**src/design/gifad_pkg.sv**
```systemverilog
package gifad_pkg;

  // Parse phases of the byte walker
  typedef enum logic [3:0] {
    PH_SIG       = 4'd0,
    PH_VER       = 4'd1,
    PH_SCREEN    = 4'd2,
    PH_SCREEN_T  = 4'd3,
    PH_SKIP_GCT  = 4'd4,
    PH_BLOCKS    = 4'd5,
    PH_EXT_LABEL = 4'd6,
    PH_EXT_SIZE  = 4'd7,
    PH_SKIP_EXT  = 4'd8,
    PH_IMG_DESC  = 4'd9,
    PH_SKIP_LCT  = 4'd10,
    PH_LZW       = 4'd11,
    PH_IMG_SIZE  = 4'd12,
    PH_SKIP_IMG  = 4'd13,
    PH_DONE      = 4'd14
  } phase_t;

  // Verdict codes
  typedef enum logic [1:0] {
    ST_FRAMES  = 2'd0,
    ST_TERM    = 2'd1,
    ST_END     = 2'd2,
    ST_BAD_SIG = 2'd3
  } verdict_status_t;

  localparam int COLOR_ENTRY_BYTES_DEF = 3;

  localparam logic [3:0] FRAMES_RESET = 4'd2;
  localparam logic [3:0] COUNT_MAX    = 4'd15;

  // Block introducer bytes
  localparam logic [7:0] BYTE_TRAILER = 8'h3B;  // ';'
  localparam logic [7:0] BYTE_EXT     = 8'h21;  // '!'
  localparam logic [7:0] BYTE_IMAGE   = 8'h2C;  // ','

  // Header field positions
  localparam logic [3:0] SIG_LAST_IDX    = 4'd2;
  localparam logic [3:0] SCREEN_PACK_IDX = 4'd4;
  localparam logic [3:0] SCREEN_LAST_IDX = 4'd6;
  localparam logic [3:0] DESC_LAST_IDX   = 4'd8;

  // Expected signature byte per position
  function automatic logic [7:0] sig_byte(input logic [3:0] idx);
    case (idx)
      4'd0:    sig_byte = 8'h47;  // 'G'
      4'd1:    sig_byte = 8'h49;  // 'I'
      4'd2:    sig_byte = 8'h46;  // 'F'
      default: sig_byte = 8'h47;
    endcase
  endfunction

endpackage

```
**src/design/gifad_in_if.sv**
```systemverilog
interface gifad_in_if;
  logic       valid;
  logic       ready;
  logic [7:0] data_byte;
  logic       end_of_stream;

  modport source (output valid, output data_byte, output end_of_stream, input ready);
  modport sink   (input valid, input data_byte, input end_of_stream, output ready);
endinterface

```
**src/design/gifad_out_if.sv**
```systemverilog
interface gifad_out_if;
  logic       valid;
  logic       ready;
  logic       is_animation;
  logic [1:0] verdict_status;
  logic [3:0] frames_seen;

  modport source (output valid, output is_animation, output verdict_status,
                  output frames_seen, input ready);
  modport sink   (input valid, input is_animation, input verdict_status,
                  input frames_seen, output ready);
endinterface

```
**src/design/gif_animation_detector_core.sv**
```systemverilog
// A verdict is registered and visible on the output channel in the cycle after the byte that causes it.
// Throughput: one byte per cycle; the parser state updates on every input transfer.
// While a verdict waits in the output register and is not taken, input transfers stall;
// the input side is free again in the cycle the verdict transfers out.
// Reset (rst, synchronous, active high) clears the parser, drops the output valid
// and sets the frame threshold to 2.
module gif_animation_detector_core
  import gifad_pkg::*;
#(
  parameter int COLOR_ENTRY_BYTES = COLOR_ENTRY_BYTES_DEF
) (
  input  logic         clk,
  input  logic         rst,
  input  logic         cfg_wr_en,
  input  logic [3:0]   cfg_wr_data,
  gifad_in_if.sink     in_ch,
  gifad_out_if.source  out_ch
);

  localparam int PROD_W = 12;

  phase_t     phase, phase_next;
  logic [3:0] idx, idx_next;
  logic [9:0] skip, skip_next;
  logic [3:0] count, count_next;
  logic       given, given_next;
  logic [3:0] thresh;

  logic            verdict;
  verdict_status_t status;
  logic            anim;
  logic [3:0]      frames;
  logic            accept;
  logic [7:0]      b;

  logic            out_valid;
  logic            out_anim;
  verdict_status_t out_status;
  logic [3:0]      out_frames;

  // Color table length in bytes, minus one, kept to 10 bits
  function automatic logic [9:0] table_skip(input logic [2:0] size_code);
    logic [PROD_W-1:0] entries;
    logic [PROD_W-1:0] bytes;
    entries = PROD_W'(2) << size_code;
    bytes   = entries * PROD_W'(COLOR_ENTRY_BYTES);
    table_skip = 10'(bytes - PROD_W'(1));
  endfunction

  assign b      = in_ch.data_byte;
  assign accept = in_ch.valid && in_ch.ready;

  // Output register frees up when empty or being drained
  assign in_ch.ready = !out_valid || out_ch.ready;

  // Parser next state and verdict
  always_comb begin
    phase_next = phase;
    idx_next   = idx;
    skip_next  = skip;
    count_next = count;
    given_next = given;
    verdict    = 1'b0;
    status     = ST_FRAMES;
    anim       = 1'b0;

    case (phase)
      PH_SIG: begin
        if (b != sig_byte(idx)) begin
          verdict = 1'b1;
          status  = ST_BAD_SIG;
        end else if (idx >= SIG_LAST_IDX) begin
          idx_next   = '0;
          phase_next = PH_VER;
        end else begin
          idx_next = idx + 4'd1;
        end
      end
      PH_VER: begin
        if (idx >= SIG_LAST_IDX) begin
          idx_next   = '0;
          phase_next = PH_SCREEN;
        end else begin
          idx_next = idx + 4'd1;
        end
      end
      PH_SCREEN, PH_SCREEN_T: begin
        if (idx == SCREEN_PACK_IDX && b[7]) begin
          skip_next  = table_skip(b[2:0]);
          phase_next = PH_SCREEN_T;
        end
        if (idx >= SCREEN_LAST_IDX) begin
          idx_next   = '0;
          phase_next = (phase_next == PH_SCREEN_T) ? PH_SKIP_GCT : PH_BLOCKS;
        end else begin
          idx_next = idx + 4'd1;
        end
      end
      PH_SKIP_GCT: begin
        if (skip == '0) phase_next = PH_BLOCKS;
        else skip_next = skip - 10'd1;
      end
      PH_BLOCKS: begin
        if (b == BYTE_TRAILER) begin
          verdict = 1'b1;
          status  = ST_TERM;
          anim    = (count >= thresh);
        end else if (b == BYTE_EXT) begin
          phase_next = PH_EXT_LABEL;
        end else if (b == BYTE_IMAGE) begin
          count_next = (count < COUNT_MAX) ? count + 4'd1 : count;
          if (count_next >= thresh) begin
            verdict = 1'b1;
            status  = ST_FRAMES;
            anim    = 1'b1;
          end else begin
            idx_next   = '0;
            phase_next = PH_IMG_DESC;
          end
        end
      end
      PH_EXT_LABEL: phase_next = PH_EXT_SIZE;
      PH_EXT_SIZE: begin
        if (b == 8'd0) begin
          phase_next = PH_BLOCKS;
        end else begin
          skip_next  = 10'(b - 8'd1);
          phase_next = PH_SKIP_EXT;
        end
      end
      PH_SKIP_EXT: begin
        if (skip == '0) phase_next = PH_EXT_SIZE;
        else skip_next = skip - 10'd1;
      end
      PH_IMG_DESC: begin
        if (idx >= DESC_LAST_IDX) begin
          idx_next = '0;
          if (b[7]) begin
            skip_next  = table_skip(b[2:0]);
            phase_next = PH_SKIP_LCT;
          end else begin
            phase_next = PH_LZW;
          end
        end else begin
          idx_next = idx + 4'd1;
        end
      end
      PH_SKIP_LCT: begin
        if (skip == '0) phase_next = PH_LZW;
        else skip_next = skip - 10'd1;
      end
      PH_LZW: phase_next = PH_IMG_SIZE;
      PH_IMG_SIZE: begin
        if (b == 8'd0) begin
          phase_next = PH_BLOCKS;
        end else begin
          skip_next  = 10'(b - 8'd1);
          phase_next = PH_SKIP_IMG;
        end
      end
      PH_SKIP_IMG: begin
        if (skip == '0) phase_next = PH_IMG_SIZE;
        else skip_next = skip - 10'd1;
      end
      default: ;
    endcase

    // One verdict per stream; end of data reports if nothing else did
    if (verdict) begin
      given_next = 1'b1;
      phase_next = PH_DONE;
    end else if (in_ch.end_of_stream && !given) begin
      verdict = 1'b1;
      status  = ST_END;
      anim    = (count_next >= thresh);
    end

    // Frame count reported with the verdict, taken before the rearm
    frames = count_next;

    // Rearm for the next file
    if (in_ch.end_of_stream) begin
      phase_next = PH_SIG;
      idx_next   = '0;
      skip_next  = '0;
      count_next = '0;
      given_next = 1'b0;
    end
  end

  // Parser state and threshold register
  always_ff @(posedge clk) begin
    if (rst) begin
      phase  <= PH_SIG;
      idx    <= '0;
      skip   <= '0;
      count  <= '0;
      given  <= 1'b0;
      thresh <= FRAMES_RESET;
    end else begin
      if (cfg_wr_en) thresh <= cfg_wr_data;
      if (accept) begin
        phase <= phase_next;
        idx   <= idx_next;
        skip  <= skip_next;
        count <= count_next;
        given <= given_next;
      end
    end
  end

  // Result register
  always_ff @(posedge clk) begin
    if (rst) begin
      out_valid <= 1'b0;
    end else if (accept && verdict) begin
      out_valid <= 1'b1;
    end else if (out_ch.ready) begin
      out_valid <= 1'b0;
    end
  end

  always_ff @(posedge clk) begin
    if (accept && verdict) begin
      out_anim   <= anim;
      out_status <= status;
      out_frames <= frames;
    end
  end

  assign out_ch.valid          = out_valid;
  assign out_ch.is_animation   = out_anim;
  assign out_ch.verdict_status = out_status;
  assign out_ch.frames_seen    = out_frames;

endmodule

```
**src/flat_wrapper.sv**
```systemverilog
// flat-port wrapper written by rule: the top's interface ports become plain ports
module gif_animation_detector_core_flat import gifad_pkg::*;
#(
  parameter int COLOR_ENTRY_BYTES = COLOR_ENTRY_BYTES_DEF
)
  (clk, rst, cfg_wr_en, cfg_wr_data, in_ch_valid, in_ch_data_byte, in_ch_end_of_stream, in_ch_ready, out_ch_valid, out_ch_is_animation, out_ch_verdict_status, out_ch_frames_seen, out_ch_ready);
  gifad_in_if in_ch_i ();
  gifad_out_if out_ch_i ();
  input  logic clk;
  input  logic rst;
  input  logic cfg_wr_en;
  input  logic [3:0] cfg_wr_data;
  input wire logic [$bits(in_ch_i.valid)-1:0] in_ch_valid;
  input wire logic [$bits(in_ch_i.data_byte)-1:0] in_ch_data_byte;
  input wire logic [$bits(in_ch_i.end_of_stream)-1:0] in_ch_end_of_stream;
  output wire logic [$bits(in_ch_i.ready)-1:0] in_ch_ready;
  output wire logic [$bits(out_ch_i.valid)-1:0] out_ch_valid;
  output wire logic [$bits(out_ch_i.is_animation)-1:0] out_ch_is_animation;
  output wire logic [$bits(out_ch_i.verdict_status)-1:0] out_ch_verdict_status;
  output wire logic [$bits(out_ch_i.frames_seen)-1:0] out_ch_frames_seen;
  input wire logic [$bits(out_ch_i.ready)-1:0] out_ch_ready;
  assign in_ch_i.valid = in_ch_valid;
  assign in_ch_i.data_byte = in_ch_data_byte;
  assign in_ch_i.end_of_stream = in_ch_end_of_stream;
  assign in_ch_ready = in_ch_i.ready;
  assign out_ch_valid = out_ch_i.valid;
  assign out_ch_is_animation = out_ch_i.is_animation;
  assign out_ch_verdict_status = out_ch_i.verdict_status;
  assign out_ch_frames_seen = out_ch_i.frames_seen;
  assign out_ch_i.ready = out_ch_ready;
  gif_animation_detector_core #(.COLOR_ENTRY_BYTES(COLOR_ENTRY_BYTES)) u_core (.clk(clk), .rst(rst), .cfg_wr_en(cfg_wr_en), .cfg_wr_data(cfg_wr_data), .in_ch(in_ch_i), .out_ch(out_ch_i));
endmodule
```
**config.mk**
```make
export PLATFORM = sky130hd
export DESIGN_NAME = gif_animation_detector_core_flat
export DESIGN_NICKNAME = d
export VERILOG_FILES = /design/src/design/gifad_pkg.sv /design/src/design/gifad_in_if.sv /design/src/design/gifad_out_if.sv /design/src/design/gif_animation_detector_core.sv /design/src/flat_wrapper.sv
export SDC_FILE = /design/constraint.sdc
export NUM_CORES = 1
export LEC_CHECK = 0
export BUFFER_PORTS_ARGS = -buffer_cell sky130_fd_sc_hd__buf_4
export CAP_MARGIN = 15
export CORE_MARGIN = 5
export CORE_UTILIZATION = 45
export DETAILED_ROUTE_END_ITERATION = 12
export GPL_ROUTABILITY_DRIVEN = 0
export MAX_ROUTING_LAYER = met4
export SLEW_MARGIN = 20
export SYNTH_ARGS = -nofsm -noshare
export SYNTH_HDL_FRONTEND = slang
export SYNTH_SLANG_ARGS = --single-unit
```
**constraint.sdc**
```tcl
create_clock -name clk -period 6.2 [get_ports clk]
set_input_delay 0.62 -clock clk [delete_from_list [all_inputs] [get_ports clk]]
set_output_delay 0.62 -clock clk [all_outputs]
set_load 0.02 [all_outputs]
```
# Yosys cells after proc, flatten, opt, wreduce, memory -nomap -nowiden
# Index checks and enable logic that the tools add are counted.
# word_totals
regBits	35
out_inout_bits	9
word_cells	156
# op_classes
add_sub_neg	5
mul	1
n_lt_le_gt_ge	7
n_eq_ne	42
n_shift	1
n_mux	68
n_reduce_logical	22
# op_table
operator	n
4-bit two-way mux	34
10-bit two-way mux	6
4-bit case mux with 13 select lines	1
10-bit case mux with 4 select lines	1
4-bit by 2-bit != test with 1-bit output (second input constant)	7
4-bit == test (second input constant)	6
8-bit by 6-bit == test with 1-bit output (second input constant)	3
3-bit != test (second input constant)	7
4-bit by 3-bit == test with 1-bit output (second input constant)	5
4-bit case mux with 5 select lines	1
10-bit by 1-bit subtractor with 10-bit output (second input constant)	2
1-bit two-way mux	18
4-bit by 2-bit == test with 1-bit output (second input constant)	4
15-bit nonzero test	1
7-bit AND reduction	2
13-bit AND reduction	1
4-bit greater-or-equal comparator	3
12-bit by 2-bit multiplier with 10-bit output (second input constant)	1
2-bit by 3-bit left shift with 12-bit output (first input constant)	1
10-bit logical NOT	1
3-bit by 2-bit != test with 1-bit output (second input constant)	3
8-bit by 1-bit subtractor with 9-bit output (second input constant)	1
4-bit by 1-bit adder with 4-bit output (second input constant)	2
4-bit by 1-bit == test with 1-bit output (second input constant)	2
other kinds (24)	33

# Logic depth before layout (Yosys ltp)
# Gate-level depths: netlist of the first run.
# depth
word_depth	11
depth_mapped	15
ltp_nobuf	14

# Worst setup path before layout of the first run
# Ideal clock, no wire load.
# synth_timing
kind	input -> register
from	input port in_ch_data_byte[1]
to	register u_core.out_anim, in the netlist u_core.out_ch.is_animation, data pin
setup_ns	0.263
t_arrival_ns	2.699
required_ns	5.937
path_slack_ns	3.238
path_stages	15
path_buffers	1
cell_sequence	clkbuf_2 inv_1 ha_1 and3b_1 nand2b_1 nor2b_1 xnor2_1 inv_1 ha_1 nand2b_1 a21o_1 a21oi_1 nor2b_1 o21ai_0 o22ai_1
# synth_between
elab_chain_len	8
word_cells_on_any_way	18
# synth_lines
item	line	rtl
from (decl)	flat_wrapper.sv:14	input wire logic [$bits(in_ch_i.data_byte)-1:0] in_ch_data_byte;
8-bit by 6-bit == test with 1-bit output	gif_animation_detector_core.sv:110	end else if (b == BYTE_IMAGE) begin
4-bit two-way mux	gif_animation_detector_core.sv:110	
4-bit two-way mux	gif_animation_detector_core.sv:108	end else if (b == BYTE_EXT) begin
4-bit two-way mux *	gif_animation_detector_core.sv:104	if (b == BYTE_TRAILER) begin
4-bit two-way mux *	gif_animation_detector_core.sv:67	case (phase)
named net u_core.frames[0]	gif_animation_detector_core.sv:32	logic [3:0] frames;
4-bit greater-or-equal comparator *	gif_animation_detector_core.sv:175	anim = (count_next >= thresh);
1-bit two-way mux *	gif_animation_detector_core.sv:172	end else if (in_ch.end_of_stream && !given) begin
1-bit two-way mux *	gif_animation_detector_core.sv:169	if (verdict) begin
named net u_core.anim	gif_animation_detector_core.sv:31	logic anim;
to (signal assigned)	gif_animation_detector_core.sv:225	out_anim <= anim;
to (decl)	gif_animation_detector_core.sv:37	logic out_anim;
# Mark *: on every way through the listed nets, which the timed path passes. The rest lies on a longest branch.
# A chain may end at the register's enable or synchronous reset.

# Worst setup path after layout of the first run
# layout_timing
from	register u_core.count[1]
to	register u_core.out_anim, in the netlist u_core.out_ch.is_animation, enable pin
# layout_between
elab_chain_len	10
word_cells_on_any_way	11
# layout_lines
item	line	rtl
from (decl)	gif_animation_detector_core.sv:25	logic [3:0] count, count_next;
from (signal assigned)	gif_animation_detector_core.sv:206	count <= count_next;
4-bit by 1-bit adder with 4-bit output or 4-bit less-than comparator (tied branches)	gif_animation_detector_core.sv:111	count_next = (count < COUNT_MAX) ? count + 4'd1 : count;
4-bit two-way mux *	gif_animation_detector_core.sv:111	
4-bit greater-or-equal comparator *	gif_animation_detector_core.sv:112	if (count_next >= thresh) begin
1-bit two-way mux *	gif_animation_detector_core.sv:112	
1-bit two-way mux *	gif_animation_detector_core.sv:110	
1-bit two-way mux *	gif_animation_detector_core.sv:108	
1-bit two-way mux *	gif_animation_detector_core.sv:104	
1-bit case mux with 2 select lines *	gif_animation_detector_core.sv:67	
1-bit two-way mux *	gif_animation_detector_core.sv:169	
1-bit logical AND *	gif_animation_detector_core.sv:224	if (accept && verdict) begin
# Mark *: on every way between the ends. The rest lies on a longest branch, timed or not.

==> impl.org, run 1 <==
** Outcome
- The run finished with clean final reports.

** Power
- The clock network is responsible for between 20 and 30% of the overall power.
- Worst vdd rail ir drop :: roughly 0.10 mV
- Switching power of the nets :: ~260 uW
- Of the total power, the share spent switching nets is 35.5%.
- Combinational cells account for 34.7% of the total power.
- Share of power burned in registers :: a little under two fifths
- For this design the ratio of total power to cell area is 204 nW/um^2.
- Internal power component :: approximately 480 uW
- The analysis attributes to cell leakage a power of roughly 0.0015 uW.

** Timing
- Setup repair after global routing left no endpoint under its margin.
- Setup-failing EPs final :: 0
- Total Negative Setup Slacks :: 0 ns
- Max Clock Freq :: roughly 300 MHz
- For the pin with the worst max-slew slack, the measured transition is around 0.73 ns.
- Subtracting the final worst setup slack from the clock period gives around 3.3 ns.
- The tightest hold path in the finished design has a slack of 0.483 ns.
- Dividing the final minimum period by the clock period gives a little over half.
- Headroom to the max-slew limit came out at approximately half.
- Clock Skew :: 0.00393 ns
- The final hold violation count was 0.
- Final number of max-transition violations :: 0

** Yosys
- Flip-flop and latch count after synthesis :: 35
- Cell area after technology mapping :: 3320 um^2
- Instance count of the mapped netlist :: 420
- Among all flip-flop cells after synthesis, the most frequent one is dfxtp_1.
- For this run, the number of Yosys warnings is 0.
- Mean area per synthesized cell :: about 7.9 um^2
- Sequential fraction of the synthesis area :: between 20% and 30%
- Fraction of synthesis flops using an asynchronous set or reset pin :: 0%
- In this run, distinct cell masters in the synthesized netlist total 80.
- Post-synth net total :: ~470
- Number of enable-type register cells in the synthesized netlist :: 7

** Hold path
- Hold path startpoint :: u_core.skip[1]$_SDFFE_PP0P_
- Hold-critical path depth :: 2
- The tightest min-delay check is of the reg2reg type.
- The worst hold path terminates at u_core.skip[1]$_SDFFE_PP0P_.

** Clocking
- Clock-pin slew was measured on the worst setup and hold paths at roughly 0.080 ns.
- Number of buffers added by the clock tree synthesis step :: 5
- Resize count post-CTS :: 0
- H-tree depth :: 2
- CTS Sinks :: 35
- In this run the post-CTS setup repair buffer count came out at 0.
- Clock latency on the worst-skew pair, taken at its later pin, is roughly 0.29 ns.
- After clock tree synthesis, the flow added hold-fix buffers numbering 0.
- The root buffer cell chosen for the clock tree is clkbuf_8.
- TritonCTS built the clock tree.
- Clk buf depth :: 2

** Final layout
- Post-route non-filler standard cell count :: about 530
- The repair_antennas step left the layout with diodes totalling 0.
- Summing all non-filler instances in the final layout gives an area of 3630 um^2.
- At the end of the flow the core is filled with cells to 50.3%.
- Commonest cells after routing, fill and taps aside :: nor2_1 (50), nand2_1 (31), dfxtp_1 (28), ha_1 (27), buf_4 (27)
- From synthesis to final layout, the design area changed by 9.55%.
- Share of post-route cells with drive strength above 1 :: 13.5%
- Most common library cell in the layout ignoring fill and taps :: nor2_1
- Total number of nets in the final design :: around 470

** Setup path
- At the worst endpoint, the required time is slightly above 6 ns.
- Data arrives at the worst endpoint at 3.32 ns.
- The startpoint identified for the worst register-to-register timing path is u_core.count[1]$_SDFFE_PP0P_.
- Type of destination of the critical path :: register
- The worst setup path is of the reg2reg kind.
- Across all register-to-register paths, the minimum setup slack is just under 3 ns.
- The number of cells on the worst reg-to-reg path is 11.
- CP startpoint kind :: register
- In this run the critical register-to-register path is captured at u_core.out_ch.is_animation$_DFFE_PP_.
- Along the worst path, the maximum fanout reaches 7.

** Routing
- After detailed routing, the number of remaining DRC violations is 0.
- In the routed layout, each cell is associated on average with a via count of 5.73.
- Wire per inst :: roughly 16 um
- Summing over every cut layer, the via total after detailed routing is between 3000 and 4000.
- For this block, the routed nets add up to 8.35 mm of wire.
- Starting DRC count in detailed routing :: about 180
- Number of iterations in the first detailed-routing pass :: 5
- Once detail routing completed, the nets flagged for antenna violations numbered 0.

** GRT
- The via count of the first global-routing pass was between 2000 and 3000.
- Global routing used 19.4% of the available tracks.
- For met2 alone, demand over resource in global routing was roughly 30%.
- GRT Residual Overflow :: 0
- Most used routing layer :: met2
- Wire length of the first global-routing pass :: ~14 mm
- Met1 track demand over resource :: 26.3%
- In the global route stage, met3 resource usage came out at under 10%.
- Largest net degree at the start of global routing :: 29
- The number of antenna violations at the first check in global routing was 0.

** Die
- Cell Rows :: 31
- Placeable core region :: roughly 7200 um^2
- Die span in x :: 95.8 um
- The floorplan step defined a die boundary enclosing 9190 um^2.
- The initial utilization of the core area, before any placement, comes to 46.0%.
- The die is 95.8 um tall.
- Pin placement for this block handled 27 I/O pins.

** Place
- The count of buffers added on input and output ports is 26.
- Post-Place Cells :: around 520
- Final HPWL from detailed placement :: between 6 and 7 mm
- In this run the cell area measured after placement is roughly 3500 um^2.

** Run
- Maximum capacitance violations :: 0
==> layer usage <==
| layer | up-vias | wire length [um] | part of all wire [%] |
|---|---|---|---|
| li1 | 1550 | - | - |
| met1 | 1392 | 3970 | 48 |
| met2 | 76 | 3840 | 46 |
| met3 | 14 | 378 | 4.5 |
| met4 | 0 | 159 | 1.9 |
| met5 | - | 0 | 0 |
==> cell type report <==
cell class / instances / area (um^2)
Inverter: 25 / 93.8
Multi-Input combinational cell: 335 / 2330
Fill cell: 729 / 3580
Clock inverter: 3 / 43.8
Sequential cell: 35 / 771
Tap cell: 99 / 124
Clock buffer: 5 / 68.8
Timing Repair Buffer: 27 / 203
==> sequential cells by signal (all words and copies together), names as in the netlist <==
name                          flops
u_core.count                      4
u_core.given                      1
u_core.out_ch.valid               1
u_core.out_ch.frames_seen         4
u_core.skip                      10
u_core.out_ch.is_animation        1
u_core.thresh                     4
u_core.idx                        4
u_core.phase                      4
u_core.out_ch.verdict_status      2
==> worst max-delay path by stage <==
stage | from | endpoint | slack, ns | cells after the start
6_report | u_core.count[1]$_SDFFE_PP0P_ | u_core.out_ch.is_animation$_DFFE_PP_ | 2.90 | 11
4_1_cts | u_core.count[1]$_SDFFE_PP0P_ | u_core.out_ch.is_animation$_DFFE_PP_ | 2.96 | 11
3_5_place_dp | in_ch_data_byte[1] | u_core.out_ch.is_animation$_DFFE_PP_ | 2.94 | 15
2_1_floorplan | in_ch_data_byte[1] | u_core.out_ch.is_animation$_DFFE_PP_ | 3.24 | 15
3_3_place_gp | in_ch_data_byte[1] | u_core.out_ch.is_animation$_DFFE_PP_ | 3.01 | 15
5_1_grt | u_core.count[1]$_SDFFE_PP0P_ | u_core.out_ch.verdict_status[0]$_DFFE_PP_ | 2.64 | 11
==> metrics by stage <==
| stage | worst slack (ns) | power, uW |
|---|---|---|
| floorplan | 3.24 | 470 |
| global placement | 3.01 | 532 |
| detailed placement | 2.94 | 533 |
| CTS | 2.96 | 746 |
| global route | 2.64 | 784 |
| finish | 2.90 | 741 |
==> critical path, cell delays in order (launching register included) <==
cell	delay, ns
dfxtp_1	0.44
ha_1	0.25
nand3_1	0.16
xnor2_1	0.16
ha_1	0.26
nand2b_1	0.17
a2111oi_2	0.42
nor3b_1	0.13
o21bai_1	0.49
nand2_1	0.26
nor2_1	0.16
nor2_1	0.14
==> synthesized netlist by cell type, drive strengths merged, types with 3 or more instances <==
cell / number / area (um^2)
nand3: 13 / 65.1
nand2b: 10 / 62.6
dfxtp: 28 / 561
and3: 4 / 25.0
mux2i: 9 / 90.1
buf: 13 / 72.6
a31oi: 4 / 25.0
o211ai: 7 / 52.6
nor3b: 3 / 27.5
xor2: 8 / 70.1
a22oi: 6 / 45.0
o21ai: 19 / 98.9
xnor2: 15 / 131
a21oi: 26 / 134
a21o: 8 / 61.3
o22ai: 9 / 56.3
nor2b: 6 / 37.5
a211oi: 4 / 30.0
and2: 3 / 18.8
nor3: 8 / 56.3
mux2: 5 / 56.3
edfxtp: 7 / 210
inv: 25 / 93.8
nor4b: 3 / 32.5
ha: 27 / 338
nand2: 32 / 123
nor2: 50 / 188
nor4: 6 / 37.5
clkbuf: 12 / 50.1
nand4: 5 / 31.3
==> cell families after synthesis <==
| logic type | share of synthesized area, % |
|---|---|
| and+or+nand+nor | 25.2 |
| AOI/OAI and AO/OA | 23.7 |
| buffers and inverters | 6.53 |
| DFF | 23.2 |
| adders and majority gates | 10.8 |
| xor gates and xnor gates | 6.08 |
| muxes | 4.42 |
==> power by group through the flow <==
stage	Clock, uW	Sequential (uW)	Combinational, uW
final	211	273	257
after floorplan	0	271	200
after global routing	226	277	282
after detailed placement	0	278	255
after CTS	217	273	256
after global placement	0	277	254
(Power assumes the default switching activity.)
==> run 2, diff against run 1 <==
- clock period: 6.2 -> 3.3 ns (I/O delays scaled with it)
==> run 2 against run 1 <==
- sequential power rose by 78%
- design area rose by 1.5%
- critical path type unchanged
- sequential share of layout area fell by 0.32 points
- first-iteration DRC count rose by 3.9%
- largest power group is now combinational logic
- clock power rose by 81%
- wire length rose by 3.3%
- worst hold slack got worse by 0.20 ns
- cell count rose by 1.5%
- worst setup slack got worse by 2.5 ns
- count of clock-buffer cells in the layout did not move
- maximum frequency rose by 13%
==> impl.org, run 2 (synthesis gave the netlist of run 1 again) <==
** Routing
- Post-detailed-route count of antenna-violating nets :: 0 (unchanged)
- The detailed-router iteration count before antenna repair is 5 (unchanged).
- The remaining routing DRC violations was 0 (unchanged).
- The detail-routed via count per cell is 5.85 (+2.1%).
- Wire per inst :: 16.1 um (+1.8%)
- The routed wire length was 8.63 mm (+3.3%).
- The violation count after the first detailed-route iteration was 188 (+3.9%).
- Count of vias placed by the detailed router :: 3143 (+3.7%)

** Timing
- The final number of max-transition violations is 0 (unchanged).
- RSZ-0062 raised after global routing :: false
- The final critical-path setup slack was 0.373 ns (-2.53 ns).
- The worst-case headroom to the max-slew limit is 62.5% (+11 points).
- Total Negative Setup Slacks :: 0 ns (unchanged)
- The final worst clock skew came to 0.0140 ns (+0.0101 ns).
- The final hold violation count came to 0 (unchanged).
- Final period demand of the worst path :: 2.93 ns (-0.373 ns)
- The top achievable clock speed was 342 MHz (+13%).
- The final setup violation count came to 0 (unchanged).
- Least-Margin Pin Slew :: 0.556 ns (-0.177 ns)
- The final critical-path share of the clock period came to 88.7% (+35 points).

** Setup path
- Register-to-register path setup slack :: 0.37 ns (-2.53 ns)
- Worst R2R Start :: u_core.count[0]$_SDFFE_PP0P_
- In this run the critical register-to-register path is captured at u_core.out_ch.is_animation$_DFFE_PP_.
- CP startpoint kind :: register
- Data required time of the worst path :: 3.36 ns (-2.86 ns)
- Critical path peak fanout :: 7 (unchanged)
- The logic depth of the worst register-to-register path was 12 (+1).
- The most critical setup path has its endpoint at u_core.out_ch.is_animation$_DFFE_PP_.
- Worst setup path startpoint :: u_core.count[0]$_SDFFE_PP0P_
- Data arrival time of the critical path :: 2.98 ns (-0.34 ns)
- STA classifies the critical path endpoint as a register.
- The critical path is of the reg2reg type.

** Clocking
- CTS Sinks :: 35 (unchanged)
- The total CTS buffers was 5 (unchanged).
- Number of hold-repair buffers added at the cts stage :: 0 (unchanged)
- Number of buffers inserted by post-CTS setup repair :: 0 (unchanged)
- H-tree depth :: 2 (unchanged)
- TritonCTS built the clock tree.
- The clock slew at the register clock pins of the worst setup and hold paths came to 0.08 ns (about the same).
- Resize count post-CTS :: 0 (unchanged)
- Clk buf depth :: 2 (unchanged)
- The tree is rooted in a clkbuf_8.
- The insertion delay of the later-clocked pin in the worst-skew pair came to 0.29 ns (about the same).

** Die
- The vertical die dimension was 95.8 um (unchanged).
- Floorplan die area :: 9190 um^2 (unchanged)
- Die span in x :: 95.8 um (unchanged)
- Cell Rows :: 31 (unchanged)
- The initial standard-cell utilization of the core is 46.0% (unchanged).
- The standard cell core area is 7210 um^2 (unchanged).
- Number of I/O pins :: 27 (unchanged)

** Power
- The power density relative to cell area is 379 nW/um^2 (+86%).
- Worst vdd rail ir drop :: 0.228 mV (+120%)
- Leak Pwr :: 0.00151 uW (+2.6%)

** Place
- The count of buffers inserted at the top-level ports is 26 (unchanged).
- The HPWL after detailed placement came to 6.56 mm (+4.0%).
- The worst slack after detailed placement came to 0.323 ns (-2.62 ns).

** Final layout
- Number of flip-flops under the largest register name :: 10 (unchanged)
- The library cell used most frequently in the layout, excluding fill and tap cells, is nor2_1.
- The fraction of layout cells with a size suffix above 1 is 14.8% (+1.4 points).
- Commonest cells after routing, fill and taps aside :: nor2_1 (50), buf_4 (35), nand2_1 (31), dfxtp_1 (28), ha_1 (27)
- The net count of the finished layout was 482 (+1.7%).
- Counting flops per register, the top entry is u_core.skip.
- Compared with the post-synthesis result, the final layout area differs by 11.2%.
- The number of antenna diodes came to 0 (unchanged).

** Outcome
- Result of the run :: finished, final reports clean

** GRT
- Wire length of the first global-routing pass :: 14.5 mm (+5.6%)
- The global-route total usage across every layer came to 20.3% (+0.83 points).
- Number of global-route vias before repair :: 2965 (+4.1%)
- Largest net degree at the start of global routing :: 29 (unchanged)
- The number of antenna violations at the first check in global routing came to 0 (unchanged).
- The sum of overflow across all layers after global routing is 0 (unchanged).

** Hold path
- Class of the tightest hold or removal check :: in2reg
- The number of instances on the worst hold path came to 3 (+1).

** Run
- The max-cap violation count is 0 (unchanged).
run 2: cell types whose count changed in the layout (fill, tap and decap cells not counted):
cell,previous run,this run
buf_4,27,35
clkinv_1,0,1
clkinv_4,1,0
run 2: area by class of cell:
cell class | count | area, um^2
clock buffers | 5 | 68.8
inverters | 25 | 93.8
multi-input cells | 335 | 2330
flip-flops and latches | 35 | 771
well taps | 99 | 124
clock inverters | 3 | 38.8
repair buffers | 35 | 263
fillers | 751 | 3530
run 2: routing by layer:
metal	vias to the layer above	global-route usage, %	routed length [um]
met4	0	4.50	98
met5	-	-	0
met1	1504	27.8	4220
li1	1565	-	-
met3	10	3.05	328
met2	64	31.6	3980
run 2: how the worst min path moves through the flow:
| stage | end | start | slack (ns) |
|---|---|---|---|
| 2_1_floorplan | u_core.skip[1]$_SDFFE_PP0P_ | u_core.skip[1]$_SDFFE_PP0P_ | 0.45 |
| 3_3_place_gp | u_core.skip[1]$_SDFFE_PP0P_ | u_core.skip[1]$_SDFFE_PP0P_ | 0.46 |
| 3_5_place_dp | u_core.skip[1]$_SDFFE_PP0P_ | u_core.skip[1]$_SDFFE_PP0P_ | 0.47 |
| 4_1_cts | u_core.thresh[3]$_SDFFE_PP0P_ | cfg_wr_data[3] | 0.28 |
| 5_1_grt | u_core.thresh[1]$_SDFFE_PP1P_ | cfg_wr_data[1] | 0.29 |
| 6_report | u_core.thresh[1]$_SDFFE_PP1P_ | cfg_wr_data[1] | 0.28 |
run 2: report_power, final:
part / internal (uW) / switching (uW) / total (uW)
Clock: 221 / 161 / 382
Sequential: 468 / 17.5 / 486
Combinational: 218 / 311 / 529
Total: 908 / 490 / 1400
run 2: through the flow:
stage / total power (uW) / util, % / std cells / instance area [um^2] / hold slack, ns
6_report: 1400 / 51.1 / 537 / 3690 / 0.282
5_1_grt: 1480 / 51.1 / 537 / 3690 / 0.286
4_1_cts: 1400 / 51.1 / 537 / 3690 / 0.278
2_1_floorplan: 884 / - / 420 / 3320 / 0.446
3_3_place_gp: 1020 / 49.6 / 529 / 3580 / 0.463
3_5_place_dp: 1020 / 49.6 / 529 / 3580 / 0.466
run 2: critical path: stages (launching register included):
cell and delay [ns]:
dfxtp_1 0.42, ha_1 0.23, nand3_1 0.15, xnor2_1 0.16, ha_1 0.26, nand2b_1 0.15
a2111oi_2 0.44, nor3b_1 0.12, o21bai_1 0.21, nand2_1 0.19, nor2_1 0.14, nor2_1 0.05
buf_4 0.17
==> run 3, diff against run 2 <==
==> constraint.sdc (replaced) <==
create_clock -name clk -period 3.3 [get_ports clk]
set_input_delay 0.165 -clock clk [delete_from_list [all_inputs] [get_ports clk]]
set_output_delay 0.165 -clock clk [all_outputs]
set_load 0.02 [all_outputs]
==> run 3 against run 2 <==
- wire length shrank 2.2%
- register-to-register slack barely moved
- via count about the same
- first-iteration DRC count is 5.9% lower
- maximum frequency down 0.33%
- cell count is 0.37% lower
- core utilization fell by 0.54 points
- critical endpoint is now u_core.idx[1]$_SDFFE_PP0P_
- sequential power hardly changed
- clock skew is 0.0037 ns lower
- largest power group unchanged
- count of clock-buffer cells in the layout unchanged
- worst setup slack worse by 0.0098 ns
==> impl.org, run 3 (synthesis gave the netlist of run 1 again) <==
** Clocking
- The number of setup buffers added after CTS came to 0 (unchanged).
- TritonCTS built the clock tree.
- The total number of clock tree sinks is 35 (unchanged).
- Clock network latency to the later pin of the worst-skew pair :: 0.29 ns (about the same)
- Register clock-pin slew on the reported worst setup and hold paths :: 0.08 ns (about the same)
- The number of resized instances in the post-cts repair step came to 0 (unchanged).
- Number of buffers added by the clock tree synthesis step :: 5 (unchanged)
- Number of hold-repair buffers added at the cts stage :: 0 (unchanged)
- The count of H-tree levels built during CTS came to 2 (unchanged).
- Clk buf depth :: 2 (unchanged)
- The tree is rooted in a clkbuf_8.

** Die
- Number of I/O pins :: 27 (unchanged)
- Placeable core region :: 7210 um^2 (unchanged)
- The number of placement rows is 31 (unchanged).
- Die span in x :: 95.8 um (unchanged)
- DIE HEIGHT :: 95.8 um (unchanged)
- Floorplan die area :: 9190 um^2 (unchanged)
- The initial standard-cell utilization of the core is 46.0% (unchanged).

** GRT
- GRT Residual Overflow :: 0 (unchanged)
- The number of antenna violations at the first check in global routing is 0 (unchanged).
- The first-pass GRT wire length came to 14.4 mm (-1.1%).
- Number of global-route vias before repair :: 2932 (-1.1%)
- All-layer global routing usage :: 20.1% (-0.12 points)
- The pin count of the biggest net entering global routing is 29 (unchanged).

** Setup path
- Worst R2R Start :: u_core.count[1]$_SDFFE_PP0P_
- Type of destination of the critical path :: register
- CP startpoint kind :: register
- Register-to-register path setup slack :: 0.36 ns (about the same)
- Destination of the worst register-to-register timing path :: u_core.idx[1]$_SDFFE_PP0P_
- The setup path with the least slack is of type reg2reg.
- The worst path required time is 3.53 ns (+0.17 ns).
- The data arrival time of the critical path came to 3.17 ns (+0.19 ns).
- Critical path peak fanout :: 6 (-1)
- FF-to-FF path depth :: 10 (-2)

** Hold path
- Hold-critical path depth :: 3 (unchanged)
- Class of the tightest hold or removal check :: in2reg
- Worst Hold Path EP :: u_core.thresh[1]$_SDFFE_PP1P_
- In this run the most critical hold path is launched from cfg_wr_data[1].

** Timing
- Setup-failing EPs final :: 0 (unchanged)
- The slew at the pin with the worst max-slew slack was 0.528 ns (-0.0274 ns).
- Tightest slew margin relative to the limit :: 64.4% (+1.8 points)
- Final period demand of the worst path :: 2.94 ns (+0.00976 ns)
- The summed negative setup slack over all endpoints was 0 ns (unchanged).
- Final number of max-transition violations :: 0 (unchanged)
- The final worst clock skew came to 0.0103 ns (-0.00370 ns).
- Final Hold Viols :: 0 (unchanged)
- Period Utilization, post-route :: 89.0% (+0.30 points)
- Setup repair after global routing left no endpoint under its margin.
- Max Clock Freq :: 340 MHz (-0.33%)

** Power
- Share of power burned in registers :: 37.1% (+2.3 points)
- The internal portion of total power is 823 uW (-9.3%).
- The worst ir drop on vdd came to 0.175 mV (-23%).
- The switching power share of the total is 37.0% (+2.0 points).
- Leak Pwr :: 0.00149 uW (-1.2%)
- Switching power of the nets :: 484 uW (-1.3%)
- The combinational group share of total power was 39.8% (+1.9 points).
- Overall power of the completed layout :: 1310 uW (-6.5%)
- The power density relative to cell area was 358 nW/um^2 (-5.5%).
- Fraction of power consumed by the clock network :: 23.0% (-4.4 points)

** Place
- The count of buffers inserted at the top-level ports came to 26 (unchanged).
- Final HPWL from detailed placement :: 6.31 mm (-3.8%)

** Run
- Maximum capacitance violations :: 0 (unchanged)

** Routing
- The remaining number of nets flagged by the antenna check after routing is 0 (unchanged).
- Starting DRC count in detailed routing :: 177 (-5.9%)
- The remaining routing DRC violations is 0 (unchanged).
- Wire per inst :: 15.8 um (-1.8%)
- Number of iterations in the first detailed-routing pass :: 4 (-1)
- Total wirelength of the detailed-routed design :: 8.44 mm (-2.2%)
- Count of vias placed by the detailed router :: 3141 (-0.064%)
- Routed via count divided by cell count :: 5.87 (+0.31%)

** Final layout
- Share of post-route cells with drive strength above 1 :: 14.7% (-0.16 points)
- Number of flip-flops under the largest register name :: 10 (unchanged)
- Area overhead of the layout relative to synthesis :: 10.0%
- Most flops, register :: u_core.skip
- The core utilization of the finished layout was 50.6% (-0.54 points).
- Most common library cell in the layout ignoring fill and taps :: nor2_1
- Total number of nets in the final design :: 480 (-0.41%)
- In the layout the commonest cells are nor2_1 (50), buf_4 (33), nand2_1 (31), dfxtp_1 (28), ha_1 (27).
- The number of antenna diodes is 0 (unchanged).

** Outcome
- The flow ran to the end, and the final reports show no timing, DRC or antenna violations.
[run 3: cell count changes in the layout (fill, tap and decap cells not counted), sizes merged]
cell / before / now
clkinv: 2 / 3
bufinv: 1 / 0
buf: 35 / 33
[run 3: worst max-delay path by stage]
stage / start / to / slack (ns) / depth (start not counted)
floorplan: u_core.count[0]$_SDFFE_PP0P_ / u_core.out_ch.frames_seen[0]$_DFFE_PP_ / 0.47 / 10
global placement: in_ch_data_byte[1] / u_core.out_ch.is_animation$_DFFE_PP_ / 0.40 / 15
detailed placement: in_ch_data_byte[1] / u_core.out_ch.is_animation$_DFFE_PP_ / 0.33 / 15
CTS: u_core.count[1]$_SDFFE_PP0P_ / u_core.idx[1]$_SDFFE_PP0P_ / 0.36 / 11
global route: u_core.count[1]$_SDFFE_PP0P_ / u_core.out_ch.verdict_status[0]$_DFFE_PP_ / 0.08 / 10
finish: u_core.count[1]$_SDFFE_PP0P_ / u_core.idx[1]$_SDFFE_PP0P_ / 0.36 / 10
[run 3: critical path, cell delays in order, from the launching register on]
cell       delay, ns
dfxtp_1         0.41
ha_1            0.25
nand3_1         0.15
mux2_2          0.33
ha_1            0.30
a2111oi_2       0.40
o21ba_2         0.24
nand2b_1        0.13
a32o_1          0.27
mux2_2          0.35
nor2_1          0.07
[run 3: power by group through the flow]
stage                     Clock (uW)  Combinational, uW  Sequential [uW]
after floorplan                    0                375              509
after global placement             0                513              495
after global routing             333                581              489
final                            301                521              486
after CTS                        310                517              486
after detailed placement           0                515              495
[run 3: layout make-up]
| type | count | area (um^2) |
|---|---|---|
| multi-input cells | 335 | 2330 |
| clock inverters | 3 | 15.0 |
| fillers | 733 | 3570 |
| clock buffers | 5 | 68.8 |
| inverters | 25 | 93.8 |
| well taps | 99 | 124 |
| flip-flops and latches | 35 | 771 |
| repair buffers | 33 | 248 |
[run 3: metal layers]
layer / vias up / track usage, % / routed length (um)
met2: 91 / 31.2 / 3940
met3: 6 / 2.81 / 374
met1: 1487 / 28.1 / 4070
met4: 0 / 4.03 / 55
li1: 1557 / - / -
met5: - / - / 0
[run 3: metrics by stage]
stage	hold WS, ns	setup slack [ns]	cell area [um^2]	instances
CTS	0.107	0.358	3650	535
global route	0.121	0.0816	3650	535
finish	0.112	0.363	3650	535
global placement	0.394	0.397	3560	527
detailed placement	0.403	0.332	3560	527
floorplan	0.295	0.468	3320	420
